**config.mk**
```make
export PLATFORM = sky130hd
export DESIGN_NAME = bgr_seq
export DESIGN_NICKNAME = d
export VERILOG_FILES = /design/src/bgr_pkg.sv /design/src/bgr_seq.sv
export VERILOG_INCLUDE_DIRS = /design/src /design/src/src
export SDC_FILE = /design/constraint.sdc
export NUM_CORES = 1
export LEC_CHECK = 0
export ABC_AREA = 1
export BUFFER_PORTS_ARGS = -buffer_cell sky130_fd_sc_hd__buf_2
export CORE_MARGIN = 2
export CORE_UTILIZATION = 60
export CTS_CLUSTER_DIAMETER = 200
export CTS_CLUSTER_SIZE = 25
export DETAILED_ROUTE_END_ITERATION = 6
export PLACE_DENSITY = 0.83
export SETUP_SLACK_MARGIN = 0.05
export SLEW_MARGIN = 20
export SYNTH_ARGS = -nofsm -noshare
export SYNTH_HDL_FRONTEND = slang
export SYNTH_SLANG_ARGS = --single-unit
```
**constraint.sdc**
```tcl
create_clock -name i_clk -period 11.55 [get_ports i_clk]
set_input_delay 1.7325 -clock i_clk [delete_from_list [all_inputs] [get_ports i_clk]]
set_output_delay 1.7325 -clock i_clk [all_outputs]
set_load 0.1 [all_outputs]
```
**src/bitmap_glyph_row_generator_macros.svh**
```systemverilog
// Assertion macros used by the glyph row generator sequencer.
`ifndef BITMAP_GLYPH_ROW_GENERATOR_MACROS_SVH
`define BITMAP_GLYPH_ROW_GENERATOR_MACROS_SVH
`ifndef NO_ASSERTIONS
// same-cycle implication
`define BGR_ASSERT_IMPL(lbl, ante, cons) \
    lbl: assert property (@(posedge i_clk) disable iff (!i_rst_n) (ante) |-> (cons)) \
        else $error("bgr assertion failed (same cycle)");
// next-cycle implication
`define BGR_ASSERT_NEXT(lbl, ante, cons) \
    lbl: assert property (@(posedge i_clk) disable iff (!i_rst_n) (ante) |=> (cons)) \
        else $error("bgr assertion failed (next cycle)");
`else
`define BGR_ASSERT_IMPL(lbl, ante, cons)
`define BGR_ASSERT_NEXT(lbl, ante, cons)
`endif
`endif

```
**src/bgr_pkg.sv**
```systemverilog
// Shared types and constants of the glyph row generator.
package bgr_pkg;

    localparam int FONT_BYTES_DEF   = 8192;
    localparam int MAX_GLYPH_WIDTH  = 16;
    localparam int MAX_GLYPH_HEIGHT = 32;

    // config register widths
    localparam int GW_W = 5;
    localparam int GH_W = 6;
    localparam int FL_W = 14;

    // stream field widths
    localparam int CODE_W   = 16;
    localparam int COLOR_W  = 32;
    localparam int LADDR_W  = 13;
    localparam int LBYTE_W  = 8;
    localparam int ROW_W    = 5;
    localparam int MASK_W   = 16;
    localparam int STATUS_W = 3;

    localparam int IN_TDATA_W  = 72;
    localparam int OUT_TDATA_W = 56;
    localparam int CFG_AW      = 4;
    localparam int CFG_DW      = 32;

    // datapath widths
    localparam int ROW_CNT_W = $clog2(MAX_GLYPH_HEIGHT);
    localparam int OFF_W     = ROW_CNT_W + $clog2(MAX_GLYPH_WIDTH + 1);
    localparam int PROD1_W   = CODE_W + GW_W;
    localparam int PROD2_W   = PROD1_W + GH_W;
    localparam int BYTE_SHIFT = 3;
    localparam int BASE_W    = PROD2_W - BYTE_SHIFT;
    localparam int ADDR_W    = BASE_W + 1;
    localparam int BYTE_BITS = 8;

    localparam logic [CODE_W-1:0] BLANK_LIMIT = 16'h0020;

    typedef enum logic [0:0] {
        OP_RENDER = 1'b0,
        OP_LOAD   = 1'b1
    } t_op;

    typedef enum logic [STATUS_W-1:0] {
        ST_OK         = 3'd0,
        ST_BLANK      = 3'd1,
        ST_CHAR_RANGE = 3'd2,
        ST_ROW_RANGE  = 3'd3,
        ST_LOADED     = 3'd4
    } t_status;

    typedef enum logic [2:0] {
        S_IDLE = 3'd0,
        S_MUL1 = 3'd1,
        S_MUL2 = 3'd2,
        S_ROWS = 3'd3,
        S_LOAD = 3'd4
    } t_state;

    typedef enum logic [1:0] {
        REG_GLYPH_WIDTH  = 2'd0,
        REG_GLYPH_HEIGHT = 2'd1,
        REG_FONT_LENGTH  = 2'd2
    } t_reg;

    typedef struct packed {
        logic [GW_W-1:0] glyph_width;
        logic [GH_W-1:0] glyph_height;
        logic [FL_W-1:0] font_length;
    } t_cfg;

    typedef struct packed {
        logic [ROW_W-1:0]   row_index;
        logic [MASK_W-1:0]  pixel_mask;
        logic [COLOR_W-1:0] pixel_color;
        t_status            status;
        logic               last;
    } t_row_out;

endpackage

```
**src/bgr_seq.sv**
```systemverilog
// Row sequencer: glyph base multiply, per-row address, font read, output stage; also font byte loads.
`include "bitmap_glyph_row_generator_macros.svh"
module bgr_seq import bgr_pkg::*; #(
    parameter int FONT_BYTES = FONT_BYTES_DEF,
    parameter int MEM_AW     = $clog2(FONT_BYTES_DEF)
) (
    input  logic                 i_clk,
    input  logic                 i_rst_n,
    input  t_cfg                 i_cfg,
    input  logic                 i_in_valid,
    output logic                 o_in_ready,
    input  logic                 i_in_op,
    input  logic [CODE_W-1:0]    i_in_code,
    input  logic [COLOR_W-1:0]   i_in_color,
    input  logic [LADDR_W-1:0]   i_in_laddr,
    input  logic [LBYTE_W-1:0]   i_in_lbyte,
    output logic                 o_out_valid,
    input  logic                 i_out_ready,
    output t_row_out             o_out,
    output logic                 o_mem_we,
    output logic [MEM_AW-1:0]    o_mem_waddr,
    output logic [BYTE_BITS-1:0] o_mem_wdata,
    output logic                 o_mem_re,
    output logic [MEM_AW-1:0]    o_mem_raddr,
    input  logic [BYTE_BITS-1:0] i_mem_rdata
);

    localparam int FB_W  = $clog2(FONT_BYTES + 1);
    localparam int CMP_W = (FB_W > FL_W) ? FB_W : FL_W;

    t_state r_state, n_state;

    logic in_accept;
    logic b_free;
    logic a_go;
    logic row_last;
    logic crange;
    logic rrange;
    logic addr_ok;
    t_status row_status;
    logic [ADDR_W-1:0] a_full;

    logic [GW_W-1:0]      w_clamp;
    logic [GH_W-1:0]      h_clamp;
    logic [FL_W-1:0]      len_clamp;
    logic [BYTE_BITS-1:0] colen_c;

    logic [CODE_W-1:0]    r_code;
    logic [COLOR_W-1:0]   r_color;
    logic [GW_W-1:0]      r_w;
    logic [GH_W-1:0]      r_h;
    logic [FL_W-1:0]      r_len;
    logic [BYTE_BITS-1:0] r_colen;
    logic                 r_blank;
    logic [PROD1_W-1:0]   r_prod1;
    logic [BASE_W-1:0]    r_base;
    logic [ROW_CNT_W-1:0] r_row, n_row;
    logic [OFF_W-1:0]     r_off, n_off;

    logic                 r_b_valid;
    logic [ROW_CNT_W-1:0] r_b_row;
    logic [COLOR_W-1:0]   r_b_color;
    t_status              r_b_status;
    logic                 r_b_last;
    logic [BYTE_BITS-1:0] r_b_colen;

    // register clamping
    always_comb begin
        if (i_cfg.glyph_width == '0) begin
            w_clamp = GW_W'(1);
        end else if ((GW_W+1)'(i_cfg.glyph_width) > (GW_W+1)'(MAX_GLYPH_WIDTH)) begin
            w_clamp = GW_W'(MAX_GLYPH_WIDTH);
        end else begin
            w_clamp = i_cfg.glyph_width;
        end
        if (i_cfg.glyph_height == '0) begin
            h_clamp = GH_W'(1);
        end else if ((GH_W+1)'(i_cfg.glyph_height) > (GH_W+1)'(MAX_GLYPH_HEIGHT)) begin
            h_clamp = GH_W'(MAX_GLYPH_HEIGHT);
        end else begin
            h_clamp = i_cfg.glyph_height;
        end
        if (CMP_W'(i_cfg.font_length) > CMP_W'(FONT_BYTES)) begin
            len_clamp = FL_W'(FONT_BYTES);
        end else begin
            len_clamp = i_cfg.font_length;
        end
        // only the first byte's worth of columns can light
        for (int n = 0; n < BYTE_BITS; n++) begin
            colen_c[n] = (GW_W+1)'(n) < (GW_W+1)'(w_clamp);
        end
    end

    assign in_accept = i_in_valid & o_in_ready;
    assign addr_ok   = CMP_W'(i_in_laddr) < CMP_W'(FONT_BYTES);

    // per-row address and status
    always_comb begin
        a_full   = ADDR_W'(r_base) + ADDR_W'(r_off >> BYTE_SHIFT);
        crange   = r_base >= BASE_W'(r_len);
        rrange   = a_full >= ADDR_W'(r_len);
        row_last = (GH_W'(r_row) + GH_W'(1)) == r_h;
        if (r_blank) begin
            row_status = ST_BLANK;
        end else if (crange) begin
            row_status = ST_CHAR_RANGE;
        end else if (rrange) begin
            row_status = ST_ROW_RANGE;
        end else begin
            row_status = ST_OK;
        end
    end

    // next state
    always_comb begin
        n_state = r_state;
        case (r_state)
            S_IDLE: begin
                if (in_accept) begin
                    n_state = (i_in_op == OP_LOAD) ? S_LOAD : S_MUL1;
                end
            end
            S_MUL1: n_state = S_MUL2;
            S_MUL2: n_state = S_ROWS;
            S_ROWS: begin
                if (a_go && row_last) begin
                    n_state = S_IDLE;
                end
            end
            S_LOAD: begin
                if (a_go) begin
                    n_state = S_IDLE;
                end
            end
            default: n_state = S_IDLE;
        endcase
    end

    // control outputs
    always_comb begin
        o_in_ready  = (r_state == S_IDLE);
        b_free      = !r_b_valid || i_out_ready;
        a_go        = b_free && ((r_state == S_ROWS) || (r_state == S_LOAD));
        o_mem_re    = a_go && (r_state == S_ROWS) && (row_status == ST_OK);
        o_mem_raddr = MEM_AW'(a_full);
        o_mem_we    = in_accept && (i_in_op == OP_LOAD) && addr_ok;
        o_mem_waddr = MEM_AW'(i_in_laddr);
        o_mem_wdata = i_in_lbyte;
        n_row       = r_row;
        n_off       = r_off;
        if (a_go && (r_state == S_ROWS)) begin
            if (row_last) begin
                n_row = '0;
                n_off = '0;
            end else begin
                n_row = r_row + ROW_CNT_W'(1);
                n_off = r_off + OFF_W'(r_w);
            end
        end
    end

    always_ff @(posedge i_clk) begin
        if (!i_rst_n) begin
            r_state   <= S_IDLE;
            r_row     <= '0;
            r_off     <= '0;
            r_b_valid <= 1'b0;
        end else begin
            r_state <= n_state;
            r_row   <= n_row;
            r_off   <= n_off;
            if (a_go) begin
                r_b_valid <= 1'b1;
            end else if (i_out_ready) begin
                r_b_valid <= 1'b0;
            end
        end
    end

    always_ff @(posedge i_clk) begin
        if (in_accept) begin
            r_code  <= i_in_code;
            r_color <= i_in_color;
            r_w     <= w_clamp;
            r_h     <= h_clamp;
            r_len   <= len_clamp;
            r_colen <= colen_c;
            r_blank <= i_in_code <= BLANK_LIMIT;
        end
        if (r_state == S_MUL1) begin
            r_prod1 <= PROD1_W'(r_code) * PROD1_W'(r_w);
        end
        if (r_state == S_MUL2) begin
            r_base <= BASE_W'((PROD2_W'(r_prod1) * PROD2_W'(r_h)) >> BYTE_SHIFT);
        end
        if (a_go) begin
            if (r_state == S_ROWS) begin
                r_b_row    <= r_row;
                r_b_color  <= r_color;
                r_b_status <= row_status;
                r_b_last   <= row_last;
                r_b_colen  <= r_colen;
            end else begin
                r_b_row    <= '0;
                r_b_color  <= '0;
                r_b_status <= ST_LOADED;
                r_b_last   <= 1'b1;
                r_b_colen  <= '0;
            end
        end
    end

    // bit 7 of the font byte lights column 0
    always_comb begin
        o_out_valid       = r_b_valid;
        o_out.row_index   = ROW_W'(r_b_row);
        o_out.pixel_color = r_b_color;
        o_out.status      = r_b_status;
        o_out.last        = r_b_last;
        o_out.pixel_mask  = '0;
        for (int n = 0; n < BYTE_BITS; n++) begin
            o_out.pixel_mask[n] = r_b_colen[n] & i_mem_rdata[BYTE_BITS-1-n]
                                  & (r_b_status == ST_OK);
        end
    end

    `BGR_ASSERT_NEXT(a_load_state, in_accept && (i_in_op == OP_LOAD), r_state == S_LOAD)
    `BGR_ASSERT_IMPL(a_idle_row_zero, r_state == S_IDLE, (r_row == '0) && (r_off == '0))
    `BGR_ASSERT_IMPL(a_read_in_range, o_mem_re, a_full < ADDR_W'(r_len))
    `BGR_ASSERT_NEXT(a_stall_hold, r_b_valid && !i_out_ready, r_b_valid && $stable(r_b_row))

endmodule

```
## Yosys cells after proc, flatten, opt, wreduce, memory -nomap -nowiden

Cells that the tools add are included.
W data, S select, Z words.

| operators by class | value |
|---|---|
| add/subtract/negate cells | 4 |
| multiply operators | 2 |
| $lt $le $gt $ge | 14 |
| equality and inequality tests | 8 |
| mux-type cells | 15 |
| bitwise operators | 17 |
| reductions and logical operators | 16 |

Operator list:

| operator | number |
|---|---|
| $mul A21 B6 Y27 | 1 |
| $add A24 B7 Y25 | 1 |
| $ge A25 B14 Y1 | 1 |
| $ge A24 B14 Y1 | 1 |
| $mul A16 B5 Y21 | 1 |
| $lt A3 B5 Y1 const A | 4 |
| $and A1 B1 Y1 | 17 |
| $le A16 B6 Y1 const B | 1 |
| $mux W5 | 3 |
| $pmux W3 S5 | 1 |
| $gt A14 B14 Y1 const B | 1 |
| $mux W3 | 4 |
| $add A10 B5 Y10 | 1 |
| $lt A1 B5 Y1 const A | 2 |
| $lt A2 B5 Y1 const A | 2 |
| $mux W10 | 1 |
| $logic_not A3 Y1 | 3 |
| $add A5 B1 Y6 const B | 1 |
| $eq A3 B2 Y1 const B | 2 |
| $eq A6 B6 Y1 | 1 |
| $gt A6 B6 Y1 const B | 1 |
| $logic_not A6 Y1 | 1 |
| $mux W2 | 3 |
| $mux W6 | 1 |
| other kinds (14) | 21 |

| storage, ports and cells | value |
|---|---|
| register bits | 195 |
| output and inout bits | 95 |
| word-level logic and storage cells | 95 |

## Depth between registers and ports, before layout

Gate-level depths: netlist of the first run.

| depth | value |
|---|---|
| depth in word-level cells | 7 |
| depth in mapped cells | 22 |
| depth with buffers taken out | 22 |

## Least setup slack after synthesis of the first run

Ideal clock, no wire load.

| path | value |
|---|---|
| path kind | input to output |
| from | in i_in_valid |
| to | out o_mem_we |
| arrival time | 8.592 ns |
| data required time | 9.818 ns |
| setup slack | 1.226 ns |
| stages on the path | 4 |
| buffers on the path | 0 |
| cells stage by stage | inv_1 > nor3_1 > nand2_1 > inv_1 |

| on the way | value |
|---|---|
| word-level cells in the longest chain between the ends | 2 |

RTL lines:

| what | RTL line | text |
|---|---|---|
| start: declaration | bgr_seq.sv:10 | `input logic i_in_valid,` |
| $and A1 B1 Y1 | bgr_seq.sv:94 | `assign in_accept = i_in_valid & o_in_ready;` |
| net in_accept | bgr_seq.sv:33 | `logic in_accept;` |
| $logic_and A1 B1 Y1 | bgr_seq.sv:146 | `o_mem_we = in_accept && (i_in_op == OP_LOAD) && addr_ok;` |
| end: declaration | bgr_seq.sv:20 | `output logic o_mem_we,` |

The timed path passes the listed nets, and every way through them passes these cells.

## Final worst setup path of the first run

| path | value |
|---|---|
| from | reg r_off[3] |
| to | out o_mem_re |

| on the way | value |
|---|---|
| word-level cells in the longest chain between the ends | 7 |

RTL lines:

| what | RTL line | text |
|---|---|---|
| start: declaration | bgr_seq.sv:58 | `logic [OFF_W-1:0] r_off, n_off;` |
| start signal: assignment | bgr_seq.sv:171 | `r_off <= n_off;` |
| $add A24 B7 Y25 | bgr_seq.sv:99 | `a_full = ADDR_W'(r_base) + ADDR_W'(r_off >> BYTE_SHIFT);` |
| $ge A25 B14 Y1 | bgr_seq.sv:101 | `rrange = a_full >= ADDR_W'(r_len);` |
| $mux W2 | bgr_seq.sv:107 | `end else if (rrange) begin` |
| $mux W2 | bgr_seq.sv:105 | `end else if (crange) begin` |
| $mux W2 | bgr_seq.sv:103 | `if (r_blank) begin` |
| $logic_not A3 Y1 | bgr_seq.sv:144 | `o_mem_re = a_go && (r_state == S_ROWS) && (row_status == ST_OK);` |
| $logic_and A1 B1 Y1 | bgr_seq.sv:144 |  |
| end: declaration | bgr_seq.sv:23 | `output logic o_mem_re,` |

Every way passes these cells.

==> flow_summary_export.csv, run 1 <==
group,metric,value,unit
floorplan,fp-row-count,58,
sta,rsz0062_at_grt,"false",
critical_path,slowest_delay,450,ps
cells_and_area,drive_gt1_share,10.9,%
sta,finalCritPeriodShare,50.5,%
cells_and_area,layout_common_cells,"412 x nand2_1, 363 x inv_1, 176 x edfxtp_1",
run_status,status,"finished clean",
pwr,p_leak,8.51,nW
pwr,clkPwrFrac,17.5,%
routing,postRouteAntennaNets,0,
floorplan,ios,202,
global_routing,grt_pass1_vias,11507,
sta,hold_slack,511,ps
synth,ys_ff_latch,195,
synth,synthArstFlopShare,0,%
critical_path,start_kind,"flip-flop",
cells_and_area,final_net_count,2179,
cts,cts_buffers,17,
cells_and_area,n_antenna_cell,0,
synth,synth_top_area_cell,"edfxtp_1",
global_routing,grt_overflow,0,
critical_path,crit_top_cell,"nand2_1",
critical_path,cpLargestDelayFamily,"simple AND/OR/NAND/NOR gates",
routing,vias,11560,
global_routing,grtUsageTotal,24.5,%
sta,finalHoldViolations,0,
cts,post_cts_buffers,0,
critical_path,crit_required,9820,ps
floorplan,die_w,163,um
floorplan,fp.dieArea,26700,um^2
sta,fmax,171,MHz
routing,wl_per_cell,14.7,um
critical_path,cpMaxStageDelayCell,"buf_2",
cts,cts_htree_levels,4,
critical_path,setup.worst_path.class,"flip-flop to output port",
synth,ys_types,46,
synth,yosys-top-cells-area,"edfxtp_1 35%, fa_1 16%, nand2_1 10%, inv_1 8.9%, ha_1 8.5%",
pwr,power.share.combinational,52.1,%
pwr,sw_frac_of_total,44.4,%
critical_path,critPathCaptureType,"output port",
pwr,powerDensity,200,nW/um^2
sta,slew_viol_final,0,
cts,insertion_delay,440,ps
place,hpwl,25400,um
routing,drtIter0Drc,731,
sta,setup_ws,5720,ps
cts,cts_tree,"yes",
synth,yosysWarnings,0,
pwr,p_total,3.34,mW
sta,post-route-min-period,5830,ps
pwr,intPower,1.86,mW
global_routing,grt_max_degree,83,
synth,synth_flop_cell,"edfxtp_1",
cts,cts-root-buf,"clkbuf_16",
sta,finClkSkew,11.0,ps
global_routing,antenna_found_initial,0,
floorplan,design.core.area,25000,um^2
cts,clk_pin_slew_worst_paths,70,ps
synth,syn_avg_cell_area,8.79,um^2
cells_and_area,area_delta_synth_final,9.67,%
synth,synth_top_area_share,34.7,%
synth,ys_seq_area_share,37.2,%
synth,synthCells,1733,
place,gp_congestion,0.879,
routing,wirelength,32300,um
cts,cts_resized,0,
cells_and_area,mostFrequentLayoutCell,"nand2_1",
flow_run,cap_viol_max_count,0,
worst_hold_path,hp-class,"flip-flop to flip-flop",
critical_path,cp_max_fo,5,
place,portBuffers,151,
cts,clk_path_buf_depth,2,
synth,synthesis.area,15200,um^2
sta,setup_violations,0,
routing,drt_first_pass_iters,5,
cts,cts_hold_buf,0,
critical_path,worst_ep_arrival_time,4100,ps
sta,max_slew.worst_pin.slew,1080,ps
floorplan,initial_core_util,60.8,%
place,place_worst_setup_slack,6200,ps
pwr,peakVddDrop,106,uV
synth,synth_edf_count,176,
routing,route.detailed.drc,0,
routing,viasPerCell,5.28,
floorplan,die_height,163,um
pwr,switchingPower,1.48,mW
sta,fin_tns_setup,0,ps
cts,clock-sinks,195,
pwr,p_seq_share,30.4,%
critical_path,cp_cell_sequence,"ha_1 > inv_1 > fa_1 > inv_1 > nand3_1 > nand3_1 > nand2_1 > nand2_1 > nand2_1 > xnor2_1 > ha_1 > nand2_1 > nor2_1 > a211oi_1 > nand2_1 > nand2_1 > nand2_1 > nor2_1 > nand3_1 > nor3_2 > buf_2",
critical_path,worst-path-buf-inv,3,
global_routing,grt_pass1_wl,52300,um
sta,max_slew_margin,28.0,%
## area by class of cell
class / count / area (um^2)
Multi-Input combinational cell: 1114 / 7880
Tap cell: 330 / 413
Timing Repair Buffer: 154 / 778
Fill cell: 1916 / 8330
Inverter: 366 / 1370
Sequential cell: 195 / 5670
Clock inverter: 14 / 163
Clock buffer: 18 / 429
## synthesized netlist by cell type (18+ instances only)
cell and number:
inv_1 363, nand2_1 412, xnor2_1 18, clkbuf_1 32, nor2_1 165, ha_1 103
nand3_1 46, a21oi_1 66, edfxtp_1 176, xor2_1 42, fa_1 121, dfxtp_1 19
buf_4 31, o21ai_0 26
## worst reg2reg max path, cell delays in order, from the launching register on
cell and delay, ps:
edfxtp_1 940, nand2_1 190, fa_1 550, inv_1 60, fa_1 530, inv_1 50, fa_1 520, inv_1 40
ha_1 350, nand2_1 120, o21ai_0 260, nand2_1 80, o211ai_1 120, a21oi_1 100, o21ai_0 360, nand2_1 90
nand2_1 100, xor2_1 190
## registers in the layout, summed over array words and instances (netlist names)
| signal | count |
|---|---|
| r_b_color | 32 |
| r_color | 32 |
| r_base | 24 |
| r_prod1 | 21 |
| r_code | 16 |
| r_len | 14 |
| r_off | 10 |
| r_b_colen | 8 |
| r_colen | 8 |
| r_h | 6 |
| r_b_row | 5 |
| r_row | 5 |
| r_w | 5 |
| r_b_status | 3 |
| r_state | 3 |
| o_out_valid | 1 |
| r_b_last | 1 |
| r_blank | 1 |
## per-layer routing
layer | share of wire, % | track usage [%]
met4 | 1.8 | 6.84
met2 | 52 | 45.1
met1 | 40 | 29.9
met3 | 5.9 | 3.73
met5 | 0 | 0
## through the flow
stage          cells  util, %  area [um^2]
3_5_place_dp    2159     64.3        16100
6_report        2191     66.7        16700
4_1_cts         2191     66.7        16700
2_1_floorplan   1740        -        15300
5_1_grt         2191     66.7        16700
3_3_place_gp    2159     64.3        16100
## final timing paths
path | startpoint | end | slack (ps) | cells after the start
max | r_off[3] | o_mem_re | 5720 | 21
min | r_off[2] | r_off[2] | 510 | 2
max reg2reg | r_h[4] | r_base[17] | 6730 | 17
min reg2reg | r_off[2] | r_off[2] | 510 | 2
## power groups by stage
stage,logic [mW],registers (mW),clock network [mW]
final,1.74,1.02,0.584
after global routing,1.98,1.03,0.615
after CTS,1.74,1.01,0.590
after detailed placement,1.71,1.03,0
after global placement,1.65,1.03,0
after floorplan,1.39,1.04,0
## cells by family (layout without fill, tap and decap cells)
kind of cell	after synthesis	count (layout)	synth area share [%]
fa+ha+maj	224	224	24.4
simple gates	684	684	18.3
xor+xnor	60	60	3.45
buf+inv	431	552	11.4
flops	195	195	37.2
compound gates	137	137	5.22
other cells	2	9	0.0493
No activity file was read; power rests on OpenSTA's default activity.
==> run 2: changes to the inputs <==
clock period = 5.4 ns   (was 11.55 ns; I/O delays follow)
==> flow_summary_export.csv, run 2 (synthesis gave the netlist of run 1 again) <==
group,metric,value,unit
cts,clk_pin_slew_worst_paths,70,ps
worst_hold_path,hold_path_depth,2,
sta,max_slew_margin,28.4,%
global_routing,grt_max_degree,83,
sta,finalCritPeriodShare,90.9,%
worst_hold_path,min_to,"r_off[0]",
cts,cts_buffers,17,
cts,cts_htree_levels,4,
routing,postRouteAntennaNets,0,
cts,insertion_delay,440,ps
routing,vias,11527,
cells_and_area,drive_gt1_share,11.4,%
global_routing,grtUsageTotal,24.3,%
sta,fin_tns_setup,0,ps
flow_run,cap_viol_max_count,0,
floorplan,fp-row-count,58,
floorplan,die_height,163,um
critical_path,reg2reg_slack,650,ps
critical_path,crit_required,4590,ps
critical_path,cp_cell_sequence,"ha_1 > inv_1 > fa_1 > inv_1 > nand3_1 > nand3_1 > nand2_1 > nand2_1 > nand2_1 > xnor2_2 > ha_1 > nand2_1 > nor2_1 > a211oi_1 > nand2_1 > nand2_1 > nand2_1 > nor2_1 > nand3_1 > nor3_4 > clkbuf_4",
cells_and_area,mostFrequentLayoutCell,"nand2_1",
cells_and_area,multi_input_area,7970,um^2
sta,post-route-min-period,4910,ps
sta,rsz0062_at_grt,"false",
critical_path,cp_num_cells,21,
sta,finalHoldViolations,0,
critical_path,rr_worst_depth,15,
worst_hold_path,timing.hold.worst.start,"r_off[0]",
place,portBuffers,151,
floorplan,fp.dieArea,26700,um^2
critical_path,setup.worst_path.class,"flip-flop to output port",
critical_path,cpMaxStageDelayCell,"fa_1",
routing,met1_length,12500,um
routing,viasPerCell,5.26,
global_routing,grt_pass1_wl,52200,um
pwr,powerDensity,427,nW/um^2
cells_and_area,stdcell_area,16800,um^2
cts,post_cts_buffers,0,
routing,highest_layer,"met4",
critical_path,worst-path-buf-inv,3,
routing,wl_per_cell,14.5,um
routing,drtIter0Drc,735,
cells_and_area,fillers,1903,
global_routing,antenna_found_initial,0,
cts,cts_hold_buf,0,
critical_path,worst_ep_arrival_time,4100,ps
place,gp_congestion,0.912,
pwr,p_total,7.19,mW
sta,setup_violations,0,
sta,slew_viol_final,0,
sta,finClkSkew,17.4,ps
cells_and_area,n_antenna_cell,0,
floorplan,die_w,163,um
routing,wirelength,31800,um
critical_path,cpLargestDelayFamily,"simple AND/OR/NAND/NOR gates",
floorplan,design.core.area,25000,um^2
cells_and_area,reg_top3,"r_b_color: 32 flops, r_color: 32 flops, r_base: 24 flops",
sta,fmax,204,MHz
cts,clock-sinks,195,
floorplan,ios,202,
critical_path,cp_max_fo,5,
cells_and_area,final_util,67.2,%
critical_path,worst_r2r_startpoint,"r_h[3]",
cts,clk_path_buf_depth,2,
critical_path,critPathCaptureType,"output port",
routing,routed-wl-met3,1780,um
routing,drt_first_pass_iters,6,
critical_path,r2r-end,"r_base[17]",
cells_and_area,ff_latch_area,5670,um^2
run_status,status,"finished clean",
pwr,peakVddDrop,210,uV
pwr,p_leak,8.55,nW
global_routing,grt_pass1_vias,11701,
cts,cts_tree,"yes",
routing,wl_met2,16500,um
global_routing,grt_overflow,0,
critical_path,crit_top_cell,"nand2_1",
place,place_area,16200,um^2
cells_and_area,area_delta_synth_final,10.4,%
sta,max_slew.worst_pin.slew,1070,ps
floorplan,initial_core_util,60.8,%
cells_and_area,final_net_count,2179,
routing,route.detailed.drc,0,
cts,cts-root-buf,"clkbuf_16",
critical_path,start_kind,"flip-flop",
cells_and_area,layout_common_cells,"412 x nand2_1, 363 x inv_1, 176 x edfxtp_1",
critical_path,slowest_delay,420,ps
place,hpwl,25400,um
worst_hold_path,hp-class,"flip-flop to flip-flop",
-- run 2: changes by cell type in the layout (fill, tap and decap cells not counted), moves of 4 or more --
cell | previous run | this run
clkinv_4 | 6 | 1
inv_6 | 0 | 5
inv_8 | 4 | 0
xor2_1 | 42 | 35
xor2_2 | 0 | 7
-- run 2: layout make-up --
class                           instances  area share [%]
Clock buffer                           18            2.55
Clock inverter                         14            1.09
Inverter                              366            8.17
Multi-Input combinational cell       1114            47.4
Sequential cell                       195            33.7
Tap cell                              330            2.46
Timing Repair Buffer                  154            4.64
-- run 2: timing repair --
action	CTS	global route
resized for setup	0	1
endpoints found under the hold margin	0	0
setup endpoints to repair	0	1
-- run 2: worst max-delay path by stage --
stage          startpoint    endpoint  slack [ps]
6_report         r_off[3]    o_mem_re         490
3_5_place_dp       r_h[2]  r_base[20]         750
4_1_cts          r_off[3]    o_mem_re         390
2_1_floorplan   r_base[0]    o_mem_re         190
5_1_grt          r_off[3]    o_mem_re         100
3_3_place_gp       r_h[5]  r_base[16]         910
-- run 2: metal layers --
metal / track usage (%) / vias to the layer above
met5: 0 / -
met4: 10.7 / 0
met3: 3.66 / 98
met2: 43.8 / 391
met1: 28.9 / 5432
li1: - / 5606
-- run 2: through the flow --
step / cells / worst slack [ps] / hold slack, ps
4_1_cts: 2191 / 389 / 513
5_1_grt: 2191 / 96.7 / 511
6_report: 2191 / 490 / 515
2_1_floorplan: 1740 / 187 / 468
3_5_place_dp: 2159 / 755 / 502
3_3_place_gp: 2159 / 906 / 489
-- run 2: tightest hold or removal path: cells and delay by family, from the launching register on --
family	cells	cell delay (ps)
flops	1	320
simple gates	2	160
-- run 2: where the power goes --
group | switching (mW) | internal, mW
clock | 0.648 | 0.634
sequential | 0.182 | 2.00
combinational | 2.36 | 1.37
total | 3.19 | 4.00
==> run 3: changes to the inputs <==
ABC_AREA = not set   (was 1)
CORE_UTILIZATION = 59   (was 60)
PLACE_DENSITY = 0.82   (was 0.83)
SKIP_CTS_REPAIR_TIMING = 1   (was not set)
TNS_END_PERCENT = 100   (was not set)
==> flow_summary_export.csv, run 3 <==
group,metric,value,unit
routing,vias,10245,
global_routing,grt_pass1_vias,10248,
cells_and_area,n_antenna_cell,0,
critical_path,crit_required,4590,ps
cells_and_area,final_net_count,1829,
critical_path,setup.worst_path.class,"flip-flop to output port",
sta,max_slew_margin,41.2,%
sta,rsz0062_at_grt,"true",
sta,hold_slack,484,ps
worst_hold_path,timing.hold.worst.start,"r_off[0]",
critical_path,cp_max_fo,3,
synth,syn_avg_cell_area,10.6,um^2
critical_path,cp_cell_sequence,"ha_2 > inv_2 > fa_2 > nor2b_1 > o21a_1 > o21ai_4 > a21o_2 > inv_2 > nand4_1 > xnor2_4 > ha_4 > a21oi_2 > nor2b_1 > o21ai_1 > nand2b_1 > a221oi_2 > o211ai_2 > nor4_4 > buf_4 > and3_4 > buf_12",
sta,fmax,189,MHz
global_routing,antenna_found_initial,0,
sta,finalCritPeriodShare,98.1,%
cells_and_area,final_util,67.1,%
cts,clk_path_buf_depth,2,
cells_and_area,fillers,1765,
floorplan,ios,202,
critical_path,cpMaxStageDelayCell,"fa_2",
place,dpl.cell_count,1798,
worst_hold_path,hold_path_depth,2,
cts,cts_buffers,17,
synth,synth_edf_count,176,
critical_path,reg2reg_slack,420,ps
cts,insertion_delay,440,ps
critical_path,rr_worst_depth,14,
run_status,status,"finished clean",
floorplan,design.core.area,24300,um^2
routing,viasPerCell,5.58,
synth,yosysWarnings,0,
cells_and_area,finalNonFillerCells,1835,
floorplan,fp.dieArea,26000,um^2
synth,ys_ff_latch,195,
synth,synthesis.area,14600,um^2
sta,slew_viol_final,0,
cts,clk_pin_slew_worst_paths,80,ps
global_routing,grt_max_degree,57,
routing,wirelength,29200,um
synth,ys_seq_area_share,38.9,%
routing,drt_first_pass_iters,6,
worst_hold_path,min_to,"r_off[0]",
sta,finClkSkew,17.9,ps
floorplan,fp-row-count,57,
critical_path,worst_r2r_startpoint,"r_h[5]",
flow_run,cap_viol_max_count,0,
cells_and_area,drive_gt1_share,15.9,%
floorplan,die_height,161,um
place,place_area,15600,um^2
routing,drtIter0Drc,748,
sta,max_slew.worst_pin.slew,879,ps
cts,clock-sinks,195,
synth,synth_most_common_cell,"nand2_1",
routing,wl_per_cell,15.9,um
sta,setup_violations,0,
place,gp_congestion,0.885,
synth,synth_top_area_share,36.3,%
cells_and_area,stdcell_area,16300,um^2
floorplan,initial_core_util,59.9,%
sta,finalHoldViolations,0,
global_routing,grt_pass1_wl,47900,um
cts,cts_htree_levels,4,
synth,yosys-top-cells-area,"edfxtp_1 36%, fa_1 17%, ha_1 8.8%, nand2_1 4.8%, inv_1 4.1%",
critical_path,start_kind,"flip-flop",
critical_path,critPathCaptureType,"output port",
place,portBuffers,151,
critical_path,worst_ep_arrival_time,4490,ps
cts,cts-root-buf,"clkbuf_16",
synth,synthArstFlopShare,0,%
synth,netlist_top_cells_count,"186 x nand2_1, 176 x edfxtp_1, 158 x inv_1, 121 x fa_1, 103 x ha_1",
synth,ys_types,77,
global_routing,grtUsageTotal,22.8,%
routing,postRouteAntennaNets,0,
routing,route.detailed.drc,0,
place,hpwl,22400,um
critical_path,slowest_delay,390,ps
global_routing,grt_overflow,0,
cts,cts_tree,"yes",
sta,post-route-min-period,5300,ps
worst_hold_path,hp-class,"flip-flop to flip-flop",
floorplan,die_w,161,um
cells_and_area,area_delta_synth_final,11.9,%
synth,synth_flop_cell,"edfxtp_1",
synth,synth_top_area_cell,"edfxtp_1",
critical_path,r2r-end,"r_base[23]",
synth,synthCells,1380,
cells_and_area,layout_common_cells,"186 x nand2_1, 176 x edfxtp_1, 156 x inv_1",
cells_and_area,mostFrequentLayoutCell,"nand2_1",
cells_and_area,reg_top3,"r_b_color: 32 flops, r_color: 32 flops, r_base: 24 flops",
[run 3: cell count changes in the layout (fill, tap and decap cells not counted), moves of 15 or more]
cell     previous run  this run
nand2_1           412       186
and3_1              2        62
xor2_1             35        20
nand3_1            46        19
inv_1             363       156
nor2_1            163        56
nor2b_1             0        28
a21o_1              3        18
a21oi_1            66        50
and2_1              5        72
xnor2_1            15        30
[run 3: logic make-up (layout without fill, tap and decap cells)]
family | count (synthesis) | after routing | synth area share (%)
simple gates | 507 | 507 | 17.7
buf+inv | 228 | 352 | 6.68
fa+ha+maj | 224 | 224 | 25.5
flops | 195 | 195 | 38.9
compound gates | 163 | 163 | 7.54
xor+xnor | 60 | 60 | 3.60
other cells | 2 | 9 | 0.0515
mux | 1 | 1 | 0.0687
[run 3: worst max path at each step]
stage	from	endpoint	slack, ps	cells past startpoint
finish	r_base[0]	o_mem_re	100	21
floorplan	r_off[3]	o_mem_re	110	19
global placement	r_off[3]	o_mem_re	550	20
global route	r_base[0]	o_mem_re	-120	21
detailed placement	r_off[3]	o_mem_re	350	20
CTS	r_off[3]	o_mem_re	-150	20
[run 3: layout make-up]
| class | instances | area [um^2] | area share [%] |
|---|---|---|---|
| Clock buffer | 17 | 425 | 2.61 |
| Clock inverter | 15 | 186 | 1.14 |
| Inverter | 159 | 597 | 3.66 |
| Multi-Input combinational cell | 964 | 8190 | 50.2 |
| Sequential cell | 195 | 5670 | 34.7 |
| Tap cell | 324 | 405 | 2.48 |
| Timing Repair Buffer | 161 | 846 | 5.18 |
[run 3: stage by stage]
stage	setup TNS, ps	setup slack [ps]
after floorplan	0	111
after global placement	0	551
after detailed placement	0	353
after CTS	-153	-153
after global routing	-123	-123
final	0	100
[run 3: routing by layer]
layer	share of wire, %	wire length [um]	global-route usage (%)	vias to the layer above
li1	-	-	-	4856
met1	42	12100	29.0	5021
met2	51	14800	39.6	328
met3	5.9	1730	4.60	40
met4	1.8	535	6.98	0
met5	0	0	0	-
[run 3: critical path, delay by kind of cell (launching register included)]
| family | cells | cell delay (ps) |
|---|---|---|
| xor gates and xnor gates | 1 | 270 |
| AOI/OAI and AO/OA | 7 | 1170 |
| DFF | 1 | 360 |
| adders and majority gates | 3 | 810 |
| buffers and inverters | 4 | 470 |
| and+or+nand+nor | 6 | 980 |
Power of run 3 is not shown: default switching activity piles up to over one toggle a cycle in this logic, so the estimate is an artifact.
